==> config.mk <==
export PLATFORM = sky130hd
export DESIGN_NAME = scb_out_stage
export DESIGN_NICKNAME = d
export VERILOG_FILES = /design/src/rtl/scb_pkg.sv /design/src/rtl/scb_out_stage.sv
export VERILOG_INCLUDE_DIRS = /design/src /design/src/rtl
export SDC_FILE = /design/constraint.sdc
export NUM_CORES = 1
export LEC_CHECK = 0
export ABC_CLOCK_PERIOD_IN_PS = 2600
export BUFFER_PORTS_ARGS = -buffer_cell sky130_fd_sc_hd__buf_2
export CAP_MARGIN = 0
export CORE_MARGIN = 8
export CORE_UTILIZATION = 29
export DETAILED_ROUTE_END_ITERATION = 16
export GPL_ROUTABILITY_DRIVEN = 0
export PLACE_DENSITY_LB_ADDON = 0.25
export SYNTH_ARGS = -nofsm -noshare
export SYNTH_HDL_FRONTEND = slang
export SYNTH_SLANG_ARGS = --single-unit
export TNS_END_PERCENT = 5
==> constraint.sdc <==
create_clock -name clk -period 2.6 [get_ports clk]
set_clock_uncertainty 0.05 [all_clocks]
set_input_delay 0.26 -clock clk [delete_from_list [all_inputs] [get_ports clk]]
set_output_delay 0.26 -clock clk [all_outputs]
set_load 0.005 [all_outputs]
==> src/rtl/assert_macros.svh <==
// Assertion macros shared by the span coverage buffer modules.
`ifndef ASSERT_MACROS_SVH
`define ASSERT_MACROS_SVH
// A condition that must hold at every clock edge outside reset.
`define SCB_ASSERT_ALWAYS(name, clk, rst_n, expr) \
    name: assert property (@(posedge clk) disable iff (!rst_n) (expr)) \
        else $error("scb invariant violated");
// A condition that must hold whenever the antecedent holds.
`define SCB_ASSERT_IMPLIES(name, clk, rst_n, ante, cons) \
    name: assert property (@(posedge clk) disable iff (!rst_n) (ante) |-> (cons)) \
        else $error("scb implication violated");
`endif

==> src/rtl/scb_pkg.sv <==
// Shared constants and types of the span coverage buffer.
package scb_pkg;
    localparam int MaxRowsDef  = 256;
    localparam int MaxWidthDef = 512;
    localparam int MaxGapsDef  = 24;
    localparam int MaxResults  = 24;

    localparam int RowW       = 8;
    localparam int PixInW     = 9;
    localparam int LenW       = 10;
    localparam int WidthRegW  = 10;
    localparam int HeightRegW = 9;
    localparam int SpanCntW   = 16;
    localparam int CfgIdxW    = 2;
    localparam int CfgDataW   = 16;
    localparam int ResCntW    = $clog2(MaxResults + 1);

    localparam logic [CfgIdxW-1:0] CfgScreenWidth  = 2'd0;
    localparam logic [CfgIdxW-1:0] CfgScreenHeight = 2'd1;
    localparam logic [CfgIdxW-1:0] CfgSpanCapacity = 2'd2;

    localparam logic [WidthRegW-1:0]  ScreenWidthRst  = 10'd320;
    localparam logic [HeightRegW-1:0] ScreenHeightRst = 9'd200;
    localparam logic [SpanCntW-1:0]   SpanCapacityRst = 16'hFFFF;

    localparam logic KindFrame = 1'b0;
    localparam logic KindEmit  = 1'b1;

    typedef struct packed {
        logic wr_bank0;
        logic wr_bank1;
        logic rd_bank;
    } gap_cmd_t;

    typedef struct packed {
        logic push;
        logic flush;
    } res_cmd_t;
endpackage

==> src/rtl/scb_out_stage.sv <==
// Result holding stage: keeps one piece back so that the final one can be marked.
`include "assert_macros.svh"
module scb_out_stage import scb_pkg::*; (
    input  logic              clk,
    input  logic              rst_n,
    input  res_cmd_t          rcmd,
    input  logic [RowW-1:0]   res_row,
    input  logic [PixInW-1:0] res_start,
    input  logic [LenW-1:0]   res_len,
    output logic              ready,
    output logic              out_valid,
    input  logic              out_stall,
    output logic [RowW-1:0]   out_row,
    output logic [PixInW-1:0] out_start,
    output logic [LenW-1:0]   out_length,
    output logic              last
);
    logic              pend_valid_reg, pend_valid_next;
    logic [RowW-1:0]   pend_row_reg;
    logic [PixInW-1:0] pend_start_reg;
    logic [LenW-1:0]   pend_len_reg;
    logic              out_valid_reg, out_valid_next;
    logic [RowW-1:0]   out_row_reg;
    logic [PixInW-1:0] out_start_reg;
    logic [LenW-1:0]   out_len_reg;
    logic              out_last_reg;
    logic              out_free;
    logic              load_out;

    assign out_free = !out_valid_reg || !out_stall;
    assign ready    = !pend_valid_reg || out_free;
    // The held item moves on whenever a newer one arrives or the item ends.
    assign load_out = pend_valid_reg && (rcmd.push || rcmd.flush);

    always_comb
    begin
        out_valid_next  = out_valid_reg && out_stall;
        pend_valid_next = pend_valid_reg;
        if (load_out)
        begin
            out_valid_next = 1'b1;
        end
        if (rcmd.push)
        begin
            pend_valid_next = 1'b1;
        end
        else if (rcmd.flush)
        begin
            pend_valid_next = 1'b0;
        end
    end

    always_ff @(posedge clk or negedge rst_n)
    begin
        if (!rst_n)
        begin
            pend_valid_reg <= 1'b0;
            out_valid_reg  <= 1'b0;
        end
        else
        begin
            pend_valid_reg <= pend_valid_next;
            out_valid_reg  <= out_valid_next;
        end
    end

    always_ff @(posedge clk)
    begin
        if (rcmd.push)
        begin
            pend_row_reg   <= res_row;
            pend_start_reg <= res_start;
            pend_len_reg   <= res_len;
        end
        if (load_out)
        begin
            out_row_reg   <= pend_row_reg;
            out_start_reg <= pend_start_reg;
            out_len_reg   <= pend_len_reg;
            out_last_reg  <= rcmd.flush;
        end
    end

    assign out_valid  = out_valid_reg;
    assign out_row    = out_row_reg;
    assign out_start  = out_start_reg;
    assign out_length = out_len_reg;
    assign last       = out_last_reg;

    `SCB_ASSERT_IMPLIES(a_cmd_when_ready, clk, rst_n, rcmd.push || rcmd.flush, ready)
    `SCB_ASSERT_ALWAYS(a_push_flush_apart, clk, rst_n, !(rcmd.push && rcmd.flush))
endmodule

-- Word-level counts from Yosys, hierarchy flattened
Cells that the tools add are included.
- flip-flop bits (word level): 57
- bits in latches: 0
- bits in writable memories: 0
- memory bits (read-only): 0
- input bits: 32
- output and inout bits: 30
- word-level logic and storage cells: 21
- memories kept: 0
- add/subtract/negate cells: 0
- $mul: 0
- div/mod/pow operators: 0
- order comparisons: 0
- equal/unequal tests: 0
- shift operators: 0
- mux-type cells: 3
- bitwise gates (word level): 0
- reductions and logical operators: 9
- operators with widths (cell ; number):
    logical NOT 1 bit ; 3
    logical OR 1 bit ; 3
    2-to-1 mux 1 bit ; 3
    logical AND 1 bit ; 2
    nonzero test 2 bit ; 1

-- Logic depth before layout (Yosys ltp)
- depth after elaboration: 3
- gate-level depth with buffers: 2
- depth with buffers taken out: 2

-- Worst setup path before layout
No wires, ideal clock.
- kind: reg2reg
- start: reg pend_valid_reg
- end: reg out_last_reg (netlist: last) (enable)
- library setup time: 387 ps
- data arrival time: 1063 ps
- required time: 2163 ps
- setup slack: 1099 ps
- cell stages (with the launch flop): 2
- path buffers: 0
- period minus slack after synthesis: 1501 ps
- path through: dfrtp_1 -> o21a_1
- longest elaborated chain between the ends: 1
- ends and longest elaborated chain (what ; line ; source):
    start, declared ; scb_out_stage.sv:18 ; logic pend_valid_reg, pend_valid_next;
    start signal, assigned ; scb_out_stage.sv:62 ; pend_valid_reg <= pend_valid_next;
    logical AND 1 bit ; scb_out_stage.sv:33 ; assign load_out = pend_valid_reg && (rcmd.push || rcmd.flush);
    via load_out ; scb_out_stage.sv:28 ; logic load_out;
    end signal, assigned ; scb_out_stage.sv:80 ; out_last_reg <= rcmd.flush;
    end, declared ; scb_out_stage.sv:26 ; logic out_last_reg;
The timed path passes the listed nets, and every way through them passes these cells.
A chain may end at the register's enable or synchronous reset.

-- Worst setup path after layout
- start: reg pend_valid_reg
- end: reg out_len_reg[8] (netlist: out_length[8]) (enable)
- longest elaborated chain between the ends: 1
- ends and longest elaborated chain (what ; line ; source):
    logical AND 1 bit ; scb_out_stage.sv:33 ;
    via load_out ; scb_out_stage.sv:28 ;
    end signal, assigned ; scb_out_stage.sv:79 ; out_len_reg <= pend_len_reg;
    end, declared ; scb_out_stage.sv:25 ; logic [LenW-1:0] out_len_reg;
The timed path passes the listed nets, and every way through them passes these cells.

==> results by group <==
Worst setup path
  • CP Launch Type: flip-flop
  • WS Path Type: flip-flop to flip-flop
  • Maximum fanout along the worst path: 28
  • Slowest Stage Delay on Critical Path: 360 ps
  • Top delay family on crit path: flip-flops
  • Critical path required time: 2540 ps
  • CP cell instances: o21a_1, buf_4
  • WP buf/inv: 1
  • Reg2reg setup slack: 1330 ps
  • CP Capture Type: flip-flop
  • Slowest CP cell: dfrtp_1
  • Worst EP arrival: 1200 ps

CTS
  • Clk sink count: 57
  • CTS Hold Buffers Added: 1
  • CTS Buf Count: 9
  • CTS root buffer: clkbuf_8
  • Post-CTS Setup Bufs: 0
  • Clock transition at the registers of the reported paths: 60 ps
  • CTS tree: yes
  • Worst-Skew Late Latency: 320 ps
  • Longest Clk Path Bufs: 2
  • PostCTS Resize Cnt: 0
  • H-tree levels: 3

Synthesis
  • Cell Area, Synth: 1730 sq um
  • EDFF count, synth: 55
  • XOR/XNOR Fraction of Synth Area: 0%
  • Synth top area share: 95.3%
  • Syn_nets: 94
  • Distinct cell type count after synthesis: 6
  • Number of synthesized register bits: 57
  • Adder-cell share of the synthesized area: 0%
  • Simple-Gate Fraction of Synth Area: 0.289%
  • Mean post-synth cell area: 28.0 sq um
  • Syn. warnings: 0
  • Largest family of logic cells by synthesized area: compound AO/OA/AOI/OAI gates
  • Post-synthesis cell count: 62
  • Top cells by count, synth: edfxtp_1 (55), a21o_1 (2), dfrtp_1 (2)
  • Compound-gate portion of the synthesized area: 1.30%
  • Main synth FF type: edfxtp_1
  • Synth top area cells: edfxtp_1 (95%), dfrtp_1 (2.9%), a21o_1 (0.87%)
  • Cell with the most instances after synthesis: edfxtp_1
  • Post-synthesis mux area share: 0%
  • Sequential-to-total area share from yosys stat: 98.2%
  • Cell taking the most area after synthesis: edfxtp_1
  • Fraction of registers with async set/reset: 3.51%

Pwr
  • VDD IR max: 0.000374 V
  • Static leakage: 0.948 nW
  • PD cells: 880 nW/um^2

STA
  • # setup viols final: 0
  • Worst hold slack: 55.3 ps
  • Post-route setup slack: 1330 ps
  • Final Hold Viols: 0
  • Final min period: 1270 ps
  • Fmax: 0.789 GHz
  • Setup_tns: 0 ps
  • RSZ-0062 raised after global routing: no
  • Tcrit/Tclk final: 48.8%
  • Tightest Pin Transition: 353 ps
  • Pins Over Slew Limit: 0
  • Relative slew slack: 76.5%

Outcome
  • Status: finished, final reports clean

Min path
  • Hold WC Path Type: input pin to flip-flop

Global routing
  • Grt ovf: 0
  • Initial antenna violation count: 0
  • Global-route wire length before repair: 4860 um
  • Vias in the first global route: 949
  • Largest net degree at the start of global routing: 29
  • Total Routing Usage GR: 7.85%

Job
  • Max-cap violations: 0

Place
  • Port-buffer cells: 61
  • DP HPWL: 2190 um
  • Place WS: 1330 ps
  • Placed cells: 200

Routing
  • Drt initial violations: 38
  • Via count: 843
  • Wirelength, routed: 3070 um
  • 1st-pass router iterations: 4
  • Avg Vias per Cell: 3.88
  • DRC: 0
  • Wire per inst: 14.1 um
  • Antenna viol nets, final: 0

Cells and area
  • Nets: 169
  • Final Util: 40.7%
  • Filler cell count: 533
  • Synth-to-Final Area Change: 37.5%
  • Ant. Diodes: 0
  • Reg area: 1700 sq um
  • Share of layout cells above drive strength 1: 54.9%
  • Multi-input logic area: 27.5 sq um
  • Fin cells: 217

Die
  • Die area: 8700 sq um
  • Starting Density: 29.6%
  • Cell Rows: 28
  • Core Region: 5850 sq um
  • Die width: 93.3 um
  • IO Pins: 62
  • Die Ht: 93.3 um
[layer usage]
layer | up-vias | routed length, um | track usage, % | share of wire (%)
met5 | - | 0 | 0 | 0
met4 | 0 | 51 | 3.22 | 1.7
met3 | 4 | 432 | 7.21 | 14
met2 | 46 | 1440 | 11.4 | 47
met1 | 394 | 1140 | 7.61 | 37
li1 | 399 | - | - | -
[final timing paths]
kind	start	to	cells past startpoint
min in group asynchronous	rst_n	pend_valid_reg$_DFFE_PN0P_	2
max reg2reg	pend_valid_reg$_DFFE_PN0P_	out_length[8]$_DFFE_PP_	2
min	res_row[2]	pend_row_reg[2]$_DFFE_PP_	1
max in group asynchronous	rst_n	out_valid$_DFF_PN0_	2
min reg2reg	pend_len_reg[4]$_DFFE_PP_	out_length[4]$_DFFE_PP_	0
max	pend_valid_reg$_DFFE_PN0P_	out_length[8]$_DFFE_PP_	2
[metrics by stage]
stage / total power [mW] / area (sq um)
finish: 2.10 / 2380
global route: 2.19 / 2380
CTS: 2.13 / 2380
detailed placement: 1.24 / 2150
global placement: 1.23 / 2150
floorplan: 1.15 / 1730
[power by group]
| part | internal, mW | total (mW) | switching [mW] |
|---|---|---|---|
| Combinational | 0.0469 | 0.0993 | 0.0525 |
| Clock | 0.574 | 0.884 | 0.310 |
| Sequential | 1.10 | 1.12 | 0.0182 |
| Total | 1.72 | 2.10 | 0.381 |
[cell usage in the layout (no fill, tap or decap), drive strengths merged]
cell,count
buf,63
edfxtp,55
clkbuf,15
a21o,2
dfrtp,2
o21a,1
inv,1
nand3,1
bufinv,1
dlygate4sd3,1
[kinds of logic after synthesis]
| family | Yosys count |
|---|---|
| and+or+nand+nor | 1 |
| DFF | 57 |
| AOI/OAI and AO/OA | 3 |
| buffers and inverters | 1 |
[cell type report]
cell class | instances | share of cell area (%)
clock buffers | 15 | 8.24
clock inverters | 1 | 1.26
inverters | 1 | 0.157
multi-input cells | 4 | 1.15
flip-flops and latches | 57 | 71.4
well taps | 75 | 3.94
repair buffers | 64 | 13.9
(Power assumes the default switching activity.)
